## src/rtl/core/sct_pkg.sv

```systemverilog
package sct_pkg;

	localparam int INDEX_W     = 5;
	localparam int CFG_INDEX_W = 2;
	localparam int CFG_DATA_W  = 6;
	localparam int SEARCH_W    = 7;
	localparam int MAX_RESULTS = 16;
	localparam int MAX_VALUES  = MAX_RESULTS - 1;
	localparam int VCOUNT_W    = 4;

	localparam logic [7:0] CH_NUL     = 8'h00;
	localparam logic [7:0] CH_TAB     = 8'h09;
	localparam logic [7:0] CH_LF      = 8'h0A;
	localparam logic [7:0] CH_VT      = 8'h0B;
	localparam logic [7:0] CH_FF      = 8'h0C;
	localparam logic [7:0] CH_CR      = 8'h0D;
	localparam logic [7:0] CH_SPACE   = 8'h20;
	localparam logic [7:0] CH_STAR    = 8'h2A;
	localparam logic [7:0] CH_COLON   = 8'h3A;
	localparam logic [7:0] CH_SEMI    = 8'h3B;
	localparam logic [7:0] CH_QUERY   = 8'h3F;
	localparam logic [7:0] CH_LOWER_A = 8'h61;
	localparam logic [7:0] CH_LOWER_Z = 8'h7A;
	localparam logic [7:0] CASE_BIT   = 8'h20;

	localparam logic [CFG_INDEX_W-1:0] REG_COMMAND_COUNT = 2'd0;
	localparam logic [CFG_INDEX_W-1:0] REG_COMMON_COUNT  = 2'd1;

	typedef enum logic [1:0] {
		CMD_FEED,
		CMD_TABLE,
		CMD_RESET
	} cmd_t;

	typedef enum logic [1:0] {
		CK_PLAIN,
		CK_BLANK,
		CK_TERM
	} char_kind_t;

	typedef enum logic [2:0] {
		PS_NEXT,
		PS_TERM,
		PS_NAME,
		PS_GAP,
		PS_VALUE,
		PS_ERROR
	} parse_state_t;

	typedef enum logic [1:0] {
		ST_OK,
		ST_SYNTAX,
		ST_NOT_FOUND
	} status_t;

	typedef enum logic [1:0] {
		CALL_NONE,
		CALL_QUERY,
		CALL_EVENT,
		CALL_SET
	} call_t;

	typedef enum logic [1:0] {
		CS_IDLE,
		CS_SEARCH,
		CS_EMIT
	} ctl_state_t;

	typedef struct packed {
		status_t status;
		call_t   kind;
	} parse_event_t;

	typedef struct packed {
		status_t              status;
		call_t                kind;
		logic [INDEX_W-1:0]   index;
		logic                 value_valid;
		logic [7:0]           value_char;
		logic                 last;
	} result_t;

	function automatic char_kind_t char_kind(input logic [7:0] c);
		char_kind_t k;
		unique case (c)
			CH_NUL, CH_LF, CH_CR, CH_SEMI: k = CK_TERM;
			CH_SPACE, CH_TAB, CH_VT, CH_FF: k = CK_BLANK;
			default: k = CK_PLAIN;
		endcase
		return k;
	endfunction

endpackage

```

## src/rtl/core/scpi_command_tokenizer_top.sv

```systemverilog
// a feed character with no call, a table write or a parser reset is handled without a search;
// the result of such a feed is shown the cycle after the transfer
// a call searches the name table one row per cycle through its single read port,
// then emits its value characters (at most 15), each once the output register can take it
// the next item is taken once the last result sits in the output register and it can move
// reset: asynchronous, clears parse state, lengths, registers and control; memories keep contents
module scpi_command_tokenizer_top #(
	parameter int NAME_LENGTH = 8,
	parameter int VALUE_LENGTH = 16,
	parameter int TABLE_DEPTH = 32
) (
	input  logic                              clk,
	input  logic                              arst_n,
	input  logic                              in_valid,
	output logic                              in_stall,
	input  logic [1:0]                        command,
	input  logic [7:0]                        char_code,
	input  logic [4:0]                        table_entry,
	input  logic [2:0]                        table_position,
	input  logic                              cfg_valid,
	output logic                              cfg_ready,
	input  logic [sct_pkg::CFG_INDEX_W-1:0]   cfg_index,
	input  logic [sct_pkg::CFG_DATA_W-1:0]    cfg_data,
	output logic                              out_valid,
	input  logic                              out_stall,
	output logic [1:0]                        status,
	output logic [1:0]                        call_kind,
	output logic [sct_pkg::INDEX_W-1:0]       command_index,
	output logic                              value_valid,
	output logic [7:0]                        value_char,
	output logic                              last
);

	import sct_pkg::*;

	localparam int ENTRY_W = (TABLE_DEPTH > 1) ? $clog2(TABLE_DEPTH) : 1;
	localparam int POS_W   = $clog2(NAME_LENGTH);
	localparam int VLEN_W  = $clog2(VALUE_LENGTH);
	localparam int VIDX_W  = (VALUE_LENGTH > 2) ? $clog2(VALUE_LENGTH - 1) : 1;

	logic [CFG_DATA_W-1:0]        command_count_q, common_count_q;
	logic                         accept, feed, restart, tbl_wr_en;
	parse_event_t                 ev;
	logic [NAME_LENGTH-1:0][7:0]  name;
	logic [VLEN_W-1:0]            value_len;
	logic                         val_wr_en;
	logic [VIDX_W-1:0]            val_wr_addr;
	logic [7:0]                   val_wr_data;
	logic                         tbl_rd_en;
	logic [ENTRY_W-1:0]           tbl_rd_addr;
	logic [NAME_LENGTH-1:0][7:0]  tbl_rd_data;
	logic                         val_rd_en;
	logic [VIDX_W-1:0]            val_rd_addr;
	logic [0:0][7:0]              val_rd_data;
	result_t                      out_res;

	assign cfg_ready = 1'b1;

	always_ff @(posedge clk or negedge arst_n) begin
		if (!arst_n) begin
			command_count_q <= '0;
			common_count_q  <= '0;
		end else if (cfg_valid && cfg_ready) begin
			unique case (cfg_index)
				REG_COMMAND_COUNT: command_count_q <= cfg_data;
				REG_COMMON_COUNT:  common_count_q <= cfg_data;
				default: ;
			endcase
		end
	end

	always_comb begin
		accept    = in_valid && !in_stall;
		feed      = accept && (command == CMD_FEED);
		restart   = accept && (command == CMD_RESET);
		// writes outside the table or the name are dropped
		tbl_wr_en = accept && (command == CMD_TABLE) &&
			(SEARCH_W'(table_entry) < SEARCH_W'(TABLE_DEPTH)) &&
			(5'(table_position) < 5'(NAME_LENGTH));
	end

	sct_parser #(
		.NAME_LENGTH  (NAME_LENGTH),
		.VALUE_LENGTH (VALUE_LENGTH)
	) u_parser (
		.clk         (clk),
		.arst_n      (arst_n),
		.feed        (feed),
		.restart     (restart),
		.ch          (char_code),
		.ev          (ev),
		.name        (name),
		.value_len   (value_len),
		.val_wr_en   (val_wr_en),
		.val_wr_addr (val_wr_addr),
		.val_wr_data (val_wr_data)
	);

	sct_ram #(
		.LANES (NAME_LENGTH),
		.DEPTH (TABLE_DEPTH)
	) u_name_table (
		.clk     (clk),
		.wr_en   (tbl_wr_en),
		.wr_addr (ENTRY_W'(table_entry)),
		.wr_lane (POS_W'(table_position)),
		.wr_data (char_code),
		.rd_en   (tbl_rd_en),
		.rd_addr (tbl_rd_addr),
		.rd_data (tbl_rd_data)
	);

	sct_ram #(
		.LANES (1),
		.DEPTH (VALUE_LENGTH - 1)
	) u_value_buf (
		.clk     (clk),
		.wr_en   (val_wr_en),
		.wr_addr (val_wr_addr),
		.wr_lane (1'b0),
		.wr_data (val_wr_data),
		.rd_en   (val_rd_en),
		.rd_addr (val_rd_addr),
		.rd_data (val_rd_data)
	);

	sct_dispatch #(
		.NAME_LENGTH  (NAME_LENGTH),
		.VALUE_LENGTH (VALUE_LENGTH),
		.TABLE_DEPTH  (TABLE_DEPTH)
	) u_dispatch (
		.clk           (clk),
		.arst_n        (arst_n),
		.feed          (feed),
		.ev            (ev),
		.name          (name),
		.value_len     (value_len),
		.command_count (command_count_q),
		.common_count  (common_count_q),
		.tbl_rd_en     (tbl_rd_en),
		.tbl_rd_addr   (tbl_rd_addr),
		.tbl_rd_data   (tbl_rd_data),
		.val_rd_en     (val_rd_en),
		.val_rd_addr   (val_rd_addr),
		.val_rd_data   (val_rd_data[0]),
		.in_stall      (in_stall),
		.out_valid     (out_valid),
		.out_stall     (out_stall),
		.out_res       (out_res)
	);

	assign status        = out_res.status;
	assign call_kind     = out_res.kind;
	assign command_index = out_res.index;
	assign value_valid   = out_res.value_valid;
	assign value_char    = out_res.value_char;
	assign last          = out_res.last;

endmodule

```

## src/rtl/core/sct_ram.sv

```systemverilog
module sct_ram #(
	parameter int LANES = 1,
	parameter int DEPTH = 2,
	localparam int ADDR_W = (DEPTH > 1) ? $clog2(DEPTH) : 1,
	localparam int LANE_W = (LANES > 1) ? $clog2(LANES) : 1
) (
	input  logic                    clk,
	input  logic                    wr_en,
	input  logic [ADDR_W-1:0]       wr_addr,
	input  logic [LANE_W-1:0]       wr_lane,
	input  logic [7:0]              wr_data,
	input  logic                    rd_en,
	input  logic [ADDR_W-1:0]       rd_addr,
	output logic [LANES-1:0][7:0]   rd_data
);

	logic [LANES-1:0][7:0] mem [DEPTH];
	logic [LANES-1:0][7:0] rd_data_q;

	// byte-lane write, one row read per cycle
	always_ff @(posedge clk) begin
		if (wr_en) begin
			mem[wr_addr][wr_lane] <= wr_data;
		end
		if (rd_en) begin
			rd_data_q <= mem[rd_addr];
		end
	end

	assign rd_data = rd_data_q;

endmodule

```

## src/rtl/core/sct_parser.sv

```systemverilog
module sct_parser #(
	parameter int NAME_LENGTH = 8,
	parameter int VALUE_LENGTH = 16,
	localparam int NLEN_W = $clog2(NAME_LENGTH + 1),
	localparam int NIDX_W = $clog2(NAME_LENGTH),
	localparam int VLEN_W = $clog2(VALUE_LENGTH),
	localparam int VIDX_W = (VALUE_LENGTH > 2) ? $clog2(VALUE_LENGTH - 1) : 1
) (
	input  logic                         clk,
	input  logic                         arst_n,
	input  logic                         feed,
	input  logic                         restart,
	input  logic [7:0]                   ch,
	output sct_pkg::parse_event_t        ev,
	output logic [NAME_LENGTH-1:0][7:0]  name,
	output logic [VLEN_W-1:0]            value_len,
	output logic                         val_wr_en,
	output logic [VIDX_W-1:0]            val_wr_addr,
	output logic [7:0]                   val_wr_data
);

	import sct_pkg::*;

	localparam int NAME_W = NAME_LENGTH * 8;

	parse_state_t              state_q, state_d;
	logic [NAME_LENGTH-1:0][7:0] name_q;
	logic [NLEN_W-1:0]         nlen_q, nlen_eff;
	logic [VLEN_W-1:0]         vlen_q, vlen_eff;
	char_kind_t                nat;
	call_t                     kind;
	logic                      in_name, in_gap, in_value;
	logic                      early_err, start_name, start_value;
	logic                      name_wr, val_wr;
	logic [7:0]                upper;

	always_comb begin
		nat         = char_kind(ch);
		state_d     = state_q;
		in_name     = 1'b0;
		in_gap      = 1'b0;
		in_value    = 1'b0;
		early_err   = 1'b0;
		start_name  = 1'b0;
		start_value = 1'b0;
		name_wr     = 1'b0;
		val_wr      = 1'b0;
		kind        = CALL_NONE;
		upper       = ((ch >= CH_LOWER_A) && (ch <= CH_LOWER_Z)) ? (ch ^ CASE_BIT) : ch;

		unique case (state_q)
			PS_TERM: begin
				if (nat == CK_PLAIN) begin
					state_d   = PS_ERROR;
					early_err = 1'b1;
				end else if (nat == CK_TERM) begin
					state_d = PS_NEXT;
				end
			end
			PS_NEXT: begin
				if ((ch != CH_COLON) && (nat == CK_PLAIN)) begin
					state_d    = PS_NAME;
					start_name = 1'b1;
					in_name    = 1'b1;
				end
			end
			PS_NAME:  in_name = 1'b1;
			PS_GAP:   in_gap = 1'b1;
			PS_VALUE: in_value = 1'b1;
			default: begin
				state_d   = PS_ERROR;
				early_err = 1'b1;
			end
		endcase

		nlen_eff = start_name ? '0 : nlen_q;

		if (in_name) begin
			priority if (ch == CH_QUERY) begin
				kind = CALL_QUERY;
			end else if (ch == CH_COLON) begin
				state_d = PS_NEXT;
			end else if (nat != CK_PLAIN) begin
				state_d = PS_GAP;
				in_gap  = 1'b1;
			end else begin
				// characters past the name length are dropped
				name_wr = (nlen_eff < NLEN_W'(NAME_LENGTH));
			end
		end

		if (in_gap) begin
			if (nat == CK_TERM) begin
				kind = CALL_EVENT;
			end else if (nat == CK_PLAIN) begin
				state_d     = PS_VALUE;
				start_value = 1'b1;
				in_value    = 1'b1;
			end
		end

		vlen_eff = start_value ? '0 : vlen_q;

		if (in_value) begin
			if (nat != CK_PLAIN) begin
				kind = CALL_SET;
			end else begin
				val_wr = (vlen_eff < VLEN_W'(VALUE_LENGTH - 1));
			end
		end

		ev.kind   = CALL_NONE;
		ev.status = early_err ? ST_SYNTAX : ST_OK;
		if (kind != CALL_NONE) begin
			if (nlen_eff == '0) begin
				state_d   = PS_ERROR;
				ev.status = ST_SYNTAX;
			end else begin
				state_d = (nat == CK_TERM) ? PS_NEXT : PS_TERM;
				ev.kind = kind;
			end
		end
	end

	always_ff @(posedge clk or negedge arst_n) begin
		if (!arst_n) begin
			state_q <= PS_NEXT;
			nlen_q  <= '0;
			vlen_q  <= '0;
		end else if (restart) begin
			state_q <= PS_NEXT;
		end else if (feed) begin
			state_q <= state_d;
			nlen_q  <= nlen_eff + NLEN_W'(name_wr);
			vlen_q  <= vlen_eff + VLEN_W'(val_wr);
		end
	end

	// a new name starts cleared, with its first character in lane zero
	always_ff @(posedge clk) begin
		if (feed) begin
			if (start_name) begin
				name_q <= name_wr ? NAME_W'(upper) : '0;
			end else if (name_wr) begin
				name_q[nlen_eff[NIDX_W-1:0]] <= upper;
			end
		end
	end

	assign name        = name_q;
	assign value_len   = vlen_q;
	assign val_wr_en   = feed && val_wr;
	assign val_wr_addr = vlen_eff[VIDX_W-1:0];
	assign val_wr_data = ch;

endmodule

```

## src/rtl/core/sct_dispatch.sv

```systemverilog
module sct_dispatch #(
	parameter int NAME_LENGTH = 8,
	parameter int VALUE_LENGTH = 16,
	parameter int TABLE_DEPTH = 32,
	localparam int ENTRY_W = (TABLE_DEPTH > 1) ? $clog2(TABLE_DEPTH) : 1,
	localparam int VLEN_W = $clog2(VALUE_LENGTH),
	localparam int VIDX_W = (VALUE_LENGTH > 2) ? $clog2(VALUE_LENGTH - 1) : 1
) (
	input  logic                              clk,
	input  logic                              arst_n,
	input  logic                              feed,
	input  sct_pkg::parse_event_t             ev,
	input  logic [NAME_LENGTH-1:0][7:0]       name,
	input  logic [VLEN_W-1:0]                 value_len,
	input  logic [sct_pkg::CFG_DATA_W-1:0]    command_count,
	input  logic [sct_pkg::CFG_DATA_W-1:0]    common_count,
	output logic                              tbl_rd_en,
	output logic [ENTRY_W-1:0]                tbl_rd_addr,
	input  logic [NAME_LENGTH-1:0][7:0]       tbl_rd_data,
	output logic                              val_rd_en,
	output logic [VIDX_W-1:0]                 val_rd_addr,
	input  logic [7:0]                        val_rd_data,
	output logic                              in_stall,
	output logic                              out_valid,
	input  logic                              out_stall,
	output sct_pkg::result_t                  out_res
);

	import sct_pkg::*;

	ctl_state_t               state_q, state_d;
	logic                     out_valid_q;
	result_t                  res_q, res_d;
	logic                     load;
	logic                     out_free;
	logic [SEARCH_W-1:0]      cnt_q, cnt_d, limit;
	logic                     issue, match;
	logic                     pend_s1, pend_d;
	logic [ENTRY_W-1:0]       idx_s1, idx_d;
	logic [INDEX_W-1:0]       idx_q, idxq_d;
	call_t                    kind_q, kind_d;
	logic [VCOUNT_W-1:0]      n_q, n_d, k_q, k_d, nval;
	logic [4:0]               vl_wide;

	always_comb begin
		out_free = !out_valid_q || !out_stall;
		in_stall = !((state_q == CS_IDLE) && out_free);
		limit    = (SEARCH_W'(command_count) > SEARCH_W'(TABLE_DEPTH)) ?
			SEARCH_W'(TABLE_DEPTH) : SEARCH_W'(command_count);
		issue    = cnt_q < limit;
		match    = pend_s1 && (tbl_rd_data == name);
		vl_wide  = 5'(value_len);
		if (kind_q != CALL_SET) begin
			nval = '0;
		end else if (vl_wide > 5'(MAX_VALUES)) begin
			nval = VCOUNT_W'(MAX_VALUES);
		end else begin
			nval = vl_wide[VCOUNT_W-1:0];
		end

		state_d     = state_q;
		load        = 1'b0;
		res_d       = '0;
		cnt_d       = cnt_q;
		pend_d      = 1'b0;
		idx_d       = idx_s1;
		idxq_d      = idx_q;
		kind_d      = kind_q;
		n_d         = n_q;
		k_d         = k_q;
		tbl_rd_en   = 1'b0;
		tbl_rd_addr = cnt_q[ENTRY_W-1:0];
		val_rd_en   = 1'b0;
		val_rd_addr = '0;

		unique case (state_q)
			CS_IDLE: begin
				if (feed) begin
					if (ev.kind == CALL_NONE) begin
						load         = 1'b1;
						res_d.status = ev.status;
						res_d.last   = 1'b1;
					end else begin
						state_d = CS_SEARCH;
						kind_d  = ev.kind;
						// common commands live at the bottom of the table
						cnt_d   = (name[0] == CH_STAR) ? '0 : SEARCH_W'(common_count);
					end
				end
			end
			CS_SEARCH: begin
				if (match) begin
					load        = 1'b1;
					res_d.kind  = kind_q;
					res_d.index = INDEX_W'(idx_s1);
					res_d.last  = (nval == '0);
					idxq_d      = INDEX_W'(idx_s1);
					n_d         = nval;
					k_d         = '0;
					if (nval == '0) begin
						state_d = CS_IDLE;
					end else begin
						state_d   = CS_EMIT;
						val_rd_en = 1'b1;
					end
				end else if (!pend_s1 && !issue) begin
					load         = 1'b1;
					res_d.status = ST_NOT_FOUND;
					res_d.last   = 1'b1;
					state_d      = CS_IDLE;
				end else if (issue) begin
					// one row per cycle, compared once its registered read data returns
					tbl_rd_en = 1'b1;
					cnt_d     = cnt_q + SEARCH_W'(1);
					pend_d    = 1'b1;
					idx_d     = cnt_q[ENTRY_W-1:0];
				end
			end
			CS_EMIT: begin
				if (out_free) begin
					load              = 1'b1;
					res_d.kind        = kind_q;
					res_d.index       = idx_q;
					res_d.value_valid = 1'b1;
					res_d.value_char  = val_rd_data;
					res_d.last        = (k_q == (n_q - VCOUNT_W'(1)));
					k_d               = k_q + VCOUNT_W'(1);
					if (res_d.last) begin
						state_d = CS_IDLE;
					end else begin
						// prefetch the next character
						val_rd_en   = 1'b1;
						val_rd_addr = VIDX_W'(k_q + VCOUNT_W'(1));
					end
				end
			end
			default: state_d = CS_IDLE;
		endcase
	end

	always_ff @(posedge clk or negedge arst_n) begin
		if (!arst_n) begin
			state_q <= CS_IDLE;
		end else begin
			state_q <= state_d;
		end
	end

	always_ff @(posedge clk or negedge arst_n) begin
		if (!arst_n) begin
			pend_s1     <= 1'b0;
			out_valid_q <= 1'b0;
		end else begin
			pend_s1 <= pend_d;
			if (load) begin
				out_valid_q <= 1'b1;
			end else if (!out_stall) begin
				out_valid_q <= 1'b0;
			end
		end
	end

	always_ff @(posedge clk) begin
		cnt_q  <= cnt_d;
		idx_s1 <= idx_d;
		idx_q  <= idxq_d;
		kind_q <= kind_d;
		n_q    <= n_d;
		k_q    <= k_d;
		if (load) begin
			res_q <= res_d;
		end
	end

	assign out_valid = out_valid_q;
	assign out_res   = res_q;

	a_busy_stalls: assert property (@(posedge clk) disable iff (!arst_n)
		(state_q != CS_IDLE) |-> in_stall)
		else $error("input taken while a command is being dispatched");

	a_no_overwrite: assert property (@(posedge clk) disable iff (!arst_n)
		(load && (state_q != CS_IDLE)) |-> (!out_valid_q || !out_stall))
		else $error("result register overwritten before transfer");

	a_compare_in_search: assert property (@(posedge clk) disable iff (!arst_n)
		pend_s1 |-> ($past(state_q) == CS_SEARCH))
		else $error("table compare outside of a search");

	a_value_is_set: assert property (@(posedge clk) disable iff (!arst_n)
		(out_valid_q && res_q.value_valid) |-> (res_q.kind == CALL_SET))
		else $error("value character on a call that is not a set");

	a_emit_count: assert property (@(posedge clk) disable iff (!arst_n)
		(state_q == CS_EMIT) |-> (k_q < n_q))
		else $error("value emission ran past its count");

endmodule

```

## config.mk

```make
export PLATFORM = sky130hd
export DESIGN_NAME = scpi_command_tokenizer_top
export DESIGN_NICKNAME = d
export VERILOG_FILES = /design/src/rtl/core/sct_pkg.sv /design/src/rtl/core/scpi_command_tokenizer_top.sv /design/src/rtl/core/sct_ram.sv /design/src/rtl/core/sct_parser.sv /design/src/rtl/core/sct_dispatch.sv
export SDC_FILE = /design/constraint.sdc
export NUM_CORES = 2
export LEC_CHECK = 0
export BUFFER_PORTS_ARGS = -buffer_cell sky130_fd_sc_hd__buf_2
export CORE_ASPECT_RATIO = 0.6
export CORE_UTILIZATION = 55
export DETAILED_ROUTE_END_ITERATION = 10
export HOLD_SLACK_MARGIN = 0.12
export MAX_ROUTING_LAYER = met4
export PLACE_DENSITY = 0.71
export SLEW_MARGIN = 10
export SYNTH_ARGS = -nofsm -noshare
export SYNTH_HDL_FRONTEND = slang
export SYNTH_SLANG_ARGS = --single-unit
```

## constraint.sdc

```tcl
create_clock -name clk -period 8.94 [get_ports clk]
set_clock_uncertainty 0.15 [all_clocks]
set_input_delay 0.894 -clock clk [delete_from_list [all_inputs] [get_ports clk]]
set_output_delay 0.894 -clock clk [all_outputs]
set_load 0.01 [all_outputs]
```

# Word level (Yosys, flattened, before mapping)
# Memories as Yosys holds them, arrays and structs flattened. A register that Yosys moved wholly into a read port is not among the register bits.
# Cells that the tools add are included.
[totals]
register_bits = 137
latchBits = 0
mem_bits_rw = 2168
mem_bits_ro = 0
in_bits = 31
output_inout_bits = 22
elab_cells = 246
mem_count = 2
[memory_table]
columns = ["memory", "words", "word_bits", "rd", "rd_clocked_by_memory_dff", "wr", "line_no", "source"]
rows = [
  ["u_name_table.mem", 32, 64, 1, 1, 1, "sct_ram.sv:17", "logic [LANES-1:0][7:0] mem [DEPTH];"],
  ["u_value_buf.mem", 15, 8, 1, 1, 1, "sct_ram.sv:17", ""],
]
[op_classes]
n_addsub = 5
multipliers = 0
div = 0
n_lt_le_gt_ge = 10
n_eq_ne = 34
shift = 0
mux = 114
n_bitwise = 5
n_reduce_logical = 48
[op_table]
columns = ["operator", "count"]
rows = [
  ["64-bit 2-to-1 mux", 3],
  ["64-bit bitwise mux", 1],
  ["64-bit == test", 1],
  ["8-bit demux with 3-bit select", 2],
  ["1-bit 2-to-1 mux", 42],
  ["3-bit 2-to-1 mux", 14],
  ["7-bit 2-to-1 mux", 6],
  ["8-bit by 4-bit == test with 1-bit output (second input constant)", 5],
  ["8-bit by 6-bit == test with 1-bit output (second input constant)", 5],
  ["2-bit 2-to-1 mux", 18],
  ["4-bit 2-to-1 mux", 9],
  ["7-bit one-hot mux with 2 select lines", 2],
  ["8-bit 2-to-1 mux", 3],
  ["6-bit 2-to-1 mux", 3],
  ["17-bit 2-to-1 mux", 1],
  ["1-bit logical AND", 12],
  ["2-bit AND reduction", 6],
  ["2-bit nonzero test", 6],
  ["4-bit OR reduction", 3],
  ["2-bit zero test", 5],
  ["2-bit by 1-bit inequality test with 1-bit output (second input constant)", 5],
  ["2-bit inequality test (second input constant)", 5],
  ["3-bit one-hot mux with 3 select lines", 1],
  ["4-bit by 1-bit adder with 4-bit output", 2],
  ["other kinds (34)", 56],
]

# Logic depth before layout (Yosys ltp)
[depth]
word_depth = 19
depth_mapped = 11
depth_no_buf = 10

# Cells and area by module
# From an unflattened synthesis, not the netlist that was laid out.
[unflattened]
hier_cells = 4356
area_unflattened_um2 = 93622.3
[by_module_without_submodules]
columns = ["mod", "n_inst", "cells_per_inst", "area_per_inst_um2", "seq_area_each_um2"]
rows = [
  ["sct_ram at u_name_table", 1, 3402, 80737.4, 63420.8],
  ["sct_ram at u_value_buf", 1, 235, 4976.0, 3843.7],
  ["sct_parser", 1, 386, 4129.0, 2197.1],
  ["sct_dispatch", 1, 301, 3270.6, 1481.4],
  ["scpi_command_tokenizer_top", 1, 32, 509.2, 300.3],
]

# Worst setup path after synthesis
# Ideal clock, no wire load.
[synth_path]
path_kind = "flip-flop to flip-flop"
from = "register command_count_q[5]"
to = "register u_dispatch.pend_s1"
setup_time_ps = 580
arrival_time_ps = 5847
required_time_ps = 8210
path_slack_ps = 2363
stages_incl_launch_ff = 8
path_buffers = 0
synth_period_minus_slack_ps = 6577
path_cell_list = "dfrtp_1 inv_1 nand2_1 ha_1 a21o_1 a211oi_1 o211ai_1 nor3_1"
[synth_via]
elab_chain_len = 8
elab_cells_between_ends = 9
cone_classes = "order compare: 2; mux: 5; reduce/logical: 2"
[synth_rtl]
columns = ["element", "line_no", "source"]
rows = [
  ["from (decl)", "scpi_command_tokenizer_top.sv:41", "logic [CFG_DATA_W-1:0] command_count_q, common_count_q;"],
  ["from (signal assigned)", "scpi_command_tokenizer_top.sv:65", "REG_COMMAND_COUNT: command_count_q <= cfg_data;"],
  ["6-bit > comparator", "sct_dispatch.sv:48", "limit = (SEARCH_W'(command_count) > SEARCH_W'(TABLE_DEPTH)) ?"],
  ["6-bit 2-to-1 mux *", "sct_dispatch.sv:48", ""],
  ["7-bit less-than comparator *", "sct_dispatch.sv:50", "issue = cnt_q < limit;"],
  ["1-bit zero test", "sct_dispatch.sv:106", "end else if (!pend_s1 && !issue) begin"],
  ["1-bit logical AND", "sct_dispatch.sv:106", ""],
  ["1-bit 2-to-1 mux * (3 in series)", "n/a", ""],
  ["net tbl_rd_en", "scpi_command_tokenizer_top.sv:49", "logic tbl_rd_en;"],
  ["to (signal assigned)", "sct_dispatch.sv:154", "pend_s1 <= pend_d;"],
  ["to (decl)", "sct_dispatch.sv:38", "logic pend_s1, pend_d;"],
]
# The timed path passes the listed nets; every way through them passes the cells marked *.
# A chain may end at the register's enable or synchronous reset.

# Final worst setup path
[layout_path]
from = "register u_dispatch.state_q[0]"
to = "memory u_name_table.mem[4][63] in the netlist's numbering (enable)"
[layout_via]
elab_chain_len = 6
[layout_rtl]
columns = ["element", "line_no", "source"]
rows = [
  ["from (decl)", "sct_dispatch.sv:31", "ctl_state_t state_q, state_d;"],
  ["from (signal assigned)", "sct_dispatch.sv:145", "state_q <= state_d;"],
  ["2-bit zero test", "sct_dispatch.sv:47", "in_stall = !((state_q == CS_IDLE) && out_free);"],
  ["1-bit logical AND", "sct_dispatch.sv:47", ""],
  ["1-bit logical AND", "scpi_command_tokenizer_top.sv:73", "accept = in_valid && !in_stall;"],
  ["1-bit logical AND", "scpi_command_tokenizer_top.sv:77", "tbl_wr_en = accept && (command == CMD_TABLE) &&"],
  ["1-bit 2-to-1 mux", "sct_ram.sv:22", "if (wr_en) begin"],
  ["64-bit 2-to-1 mux (not written as such)", "sct_ram.sv:23", "mem[wr_addr][wr_lane] <= wr_data;"],
  ["to (decl)", "sct_ram.sv:17", ""],
]
# Every way passes these cells.

==> out/metrics.cfg <==
[global_routing]
grt_pass1_wl_um=328000
grt-ovfl-total=0
gr-usage-all-layers_pct=27.8
grt_pass1_vias=43600
grt_max_degree=164
antenna_found_initial=13

[worst_setup_path]
cp.required_ps=9230
cp_slowest_cell=nor3_1
critical_path.cell_chain=inv_1, ha_1, nand3_1, nor3_1, nand3_2, nor2_1
cp-start-kind=flip-flop
critPathKind=flip-flop to flip-flop
crit_path_end_kind=flip-flop
crit_path_max_incr_delay_ps=1010
cp_max_fo=32
crit_arrival_ps=4910

[power_and_ir_drop]
power.density_nw_per_um2=222
p_comb_share_pct=5.9
switching_share_pct=21.8
p_sw_mw=4.97
p_total_mw=22.8
ir_drop_uv=232
cell_internal_pwr_mw=17.9
leakage_nw=31.7
p_clk_share_pct=39.2
power_frac_seq_pct=54.8

[logic_synthesis]
synth.largest_area_cell=edfxtp_1
syn-num-nets=4373
ys_seq_elements=2377
yosysMostFrequentCell=edfxtp_1
synthArstFlopShare_pct=1.14
synth_top_cells_by_area=edfxtp_1 76%, mux4_2 16%, nor2_1 1.5%, mux2_2 0.96%, dfrtp_1 0.73%
synth_cells=4326
yosysSeqAreaShare_pct=76.5
yosys_most_used_dff=edfxtp_1
ys_top_cells_by_count=2350 x edfxtp_1, 644 x mux4_2, 369 x nor2_1
netlist_area_um2=93100
yosysTopAreaCellShare_pct=75.8
syn_area_per_cell_um2=21.5
synth_edf_count=2350
yosys_warnings=0
netlist-cell-type-count=72

[cells_and_area]
final_core_utilization_pct=61.5
multi_input_area_um2=21000
fill_cells=11200
final_layout_size_suffix_gt1_share_pct=25.8
finish.instance_area_um2=103000
final_nets=4487
regArea_um2=71200
syn2layout_area_growth_pct=10.5

[die]
fp.dieW_um=533
coreArea_um2=167000
start_util_pct=55.6
ios=53
dieArea_um2=171000
std_cell_rows=116
die_h_um=321

[cts]
clock_latency_ps=830
clock-root-buffer=clkbuf_16
clk_pin_slew_worst_paths_ps=70
cts_tree=yes
htreeDepth=4
cts_buffers=204
cts_buffer_depth=4
clock-sinks=2377

[detailed_routing]
wirelength_um=228000
first_pass_iters=6
drt-initial-drc-count=7089
drc=0
ant_nets=0
vias=45900
wl_per_cell_um=33.2
via_per_inst=6.70

[sta]
rsz0062_at_grt=false
hold_viol_final=0
min_period_over_period_pct=51.8
tns_ps=0
worst_pin_slew_ps=1200
maxSlewHeadroom_pct=19.4
max_freq_ghz=0.216
period_minus_slack_ps=4630
maxSlewViolCount=0
setup-violations-final=0

[worst_hold_path]
hold_path.class=primary input to flip-flop

[placement]
hpwl_um=135000
port_buffers=51
place_congestion=0.892
placed_area_um2=96200

[run]
drv_cap=0

[run_status]
status=finished, final reports clean

-- logic make-up (layout without fill, tap and decap cells) --
family | count (synthesis) | in the layout | share of synthesized area [%]
compound gates | 174 | 174 | 1.30
xor+xnor | 68 | 68 | 0.656
fa+ha+maj | 16 | 16 | 0.215
buf+inv | 258 | 532 | 1.06
flops | 2377 | 2377 | 76.5
mux | 781 | 781 | 17.2
other cells | 1 | 7 | 0.00403
simple gates | 651 | 651 | 3.10
-- cell usage in the layout, fill, tap and decap left out, drive strengths merged, types with 28 or more instances in the layout --
cell	instances
a21oi	57
buf	135
clkbuf	246
clkinv	85
edfxtp	2350
inv	33
mux2	79
mux2i	58
mux4	644
nand2	104
nor2	369
nor3	28
o21ai	31
xnor2	60
-- what timing repair did --
action,CTS,global route
resized for setup,0,0
endpoints found under the hold margin,27,0
hold buffers,1,0
buffers inserted,0,0
-- final timing paths --
check                                                     to  slack [ps]                              start  depth (start not counted)
min in group asynchronous     command_count_q[3]$_DFFE_PN0P_         500                             arst_n                          2
max in group asynchronous     u_parser.nlen_q[3]$_DFFE_PN0P_        7700                             arst_n                          2
max                        u_name_table.mem[4][63]$_DFFE_PP_        4310  u_dispatch.state_q[0]$_DFFE_PN0P_                          6
min                           command_count_q[0]$_DFFE_PN0P_         170                        cfg_data[0]                          2
max reg2reg                u_name_table.mem[4][63]$_DFFE_PP_        4310  u_dispatch.state_q[0]$_DFFE_PN0P_                          6
min reg2reg                    u_dispatch.idx_q[3]$_DFFE_PP_         310     u_dispatch.idx_s1[3]$_DFFE_PP_                          0
-- cell type report --
type                            instances  area share, %
Multi-Input combinational cell       1691           20.4
Clock buffer                          246           5.22
Antenna cell                            6         0.0146
Inverter                               30          0.109
Sequential cell                      2377           69.3
Tap cell                             2242           2.73
Clock inverter                        120           1.19
Timing Repair Buffer                  136           1.11
-- per-layer routing --
layer  vias up  global-route usage, %  routed length (µm)
met3       295                   7.87               30800
met1     24300                   44.3               97300
met5         -                      -                   0
li1      18200                      -                   -
met2      3070                   35.7               94900
met4         0                   5.51                4600
-- flip-flops by register name, summed over array words and instances (netlist names), 5 cells and up --
| register | count |
|---|---|
| u_value_buf.rd_data | 8 |
| u_value_buf.mem | 120 |
| u_dispatch.idx_q | 5 |
| u_dispatch.idx_s1 | 5 |
| u_name_table.mem | 2048 |
| u_name_table.rd_data | 64 |
| command_count_q | 6 |
| u_dispatch.cnt_q | 7 |
| u_parser.name | 64 |
| u_dispatch.out_res | 19 |
| common_count_q | 6 |
-- power groups by stage --
stage	clock [mW]	combinational (mW)	sequential (mW)
2_1_floorplan	0	0.780	12.7
4_1_cts	9.02	1.34	12.5
6_report	8.96	1.35	12.5
5_1_grt	9.43	1.45	12.5
3_3_place_gp	0	1.30	12.8
3_5_place_dp	0	1.33	12.8
-- through the flow --
step | cells | worst slack (ps) | hold slack (ps)
2_1_floorplan | 4326 | 2360 | 277
3_3_place_gp | 6475 | 3930 | 281
3_5_place_dp | 6475 | 3820 | 289
4_1_cts | 6842 | 4340 | 143
5_1_grt | 6845 | 4150 | 156
6_report | 6848 | 4310 | 172
-- critical path: cells and delay by family (launching register included) --
kind	cells	cell delay (ps)
adders and majority gates	1	350
buffers and inverters	1	110
DFF	1	400
and+or+nand+nor	4	3190
Note: power is estimated with default switching activity, not from simulation.
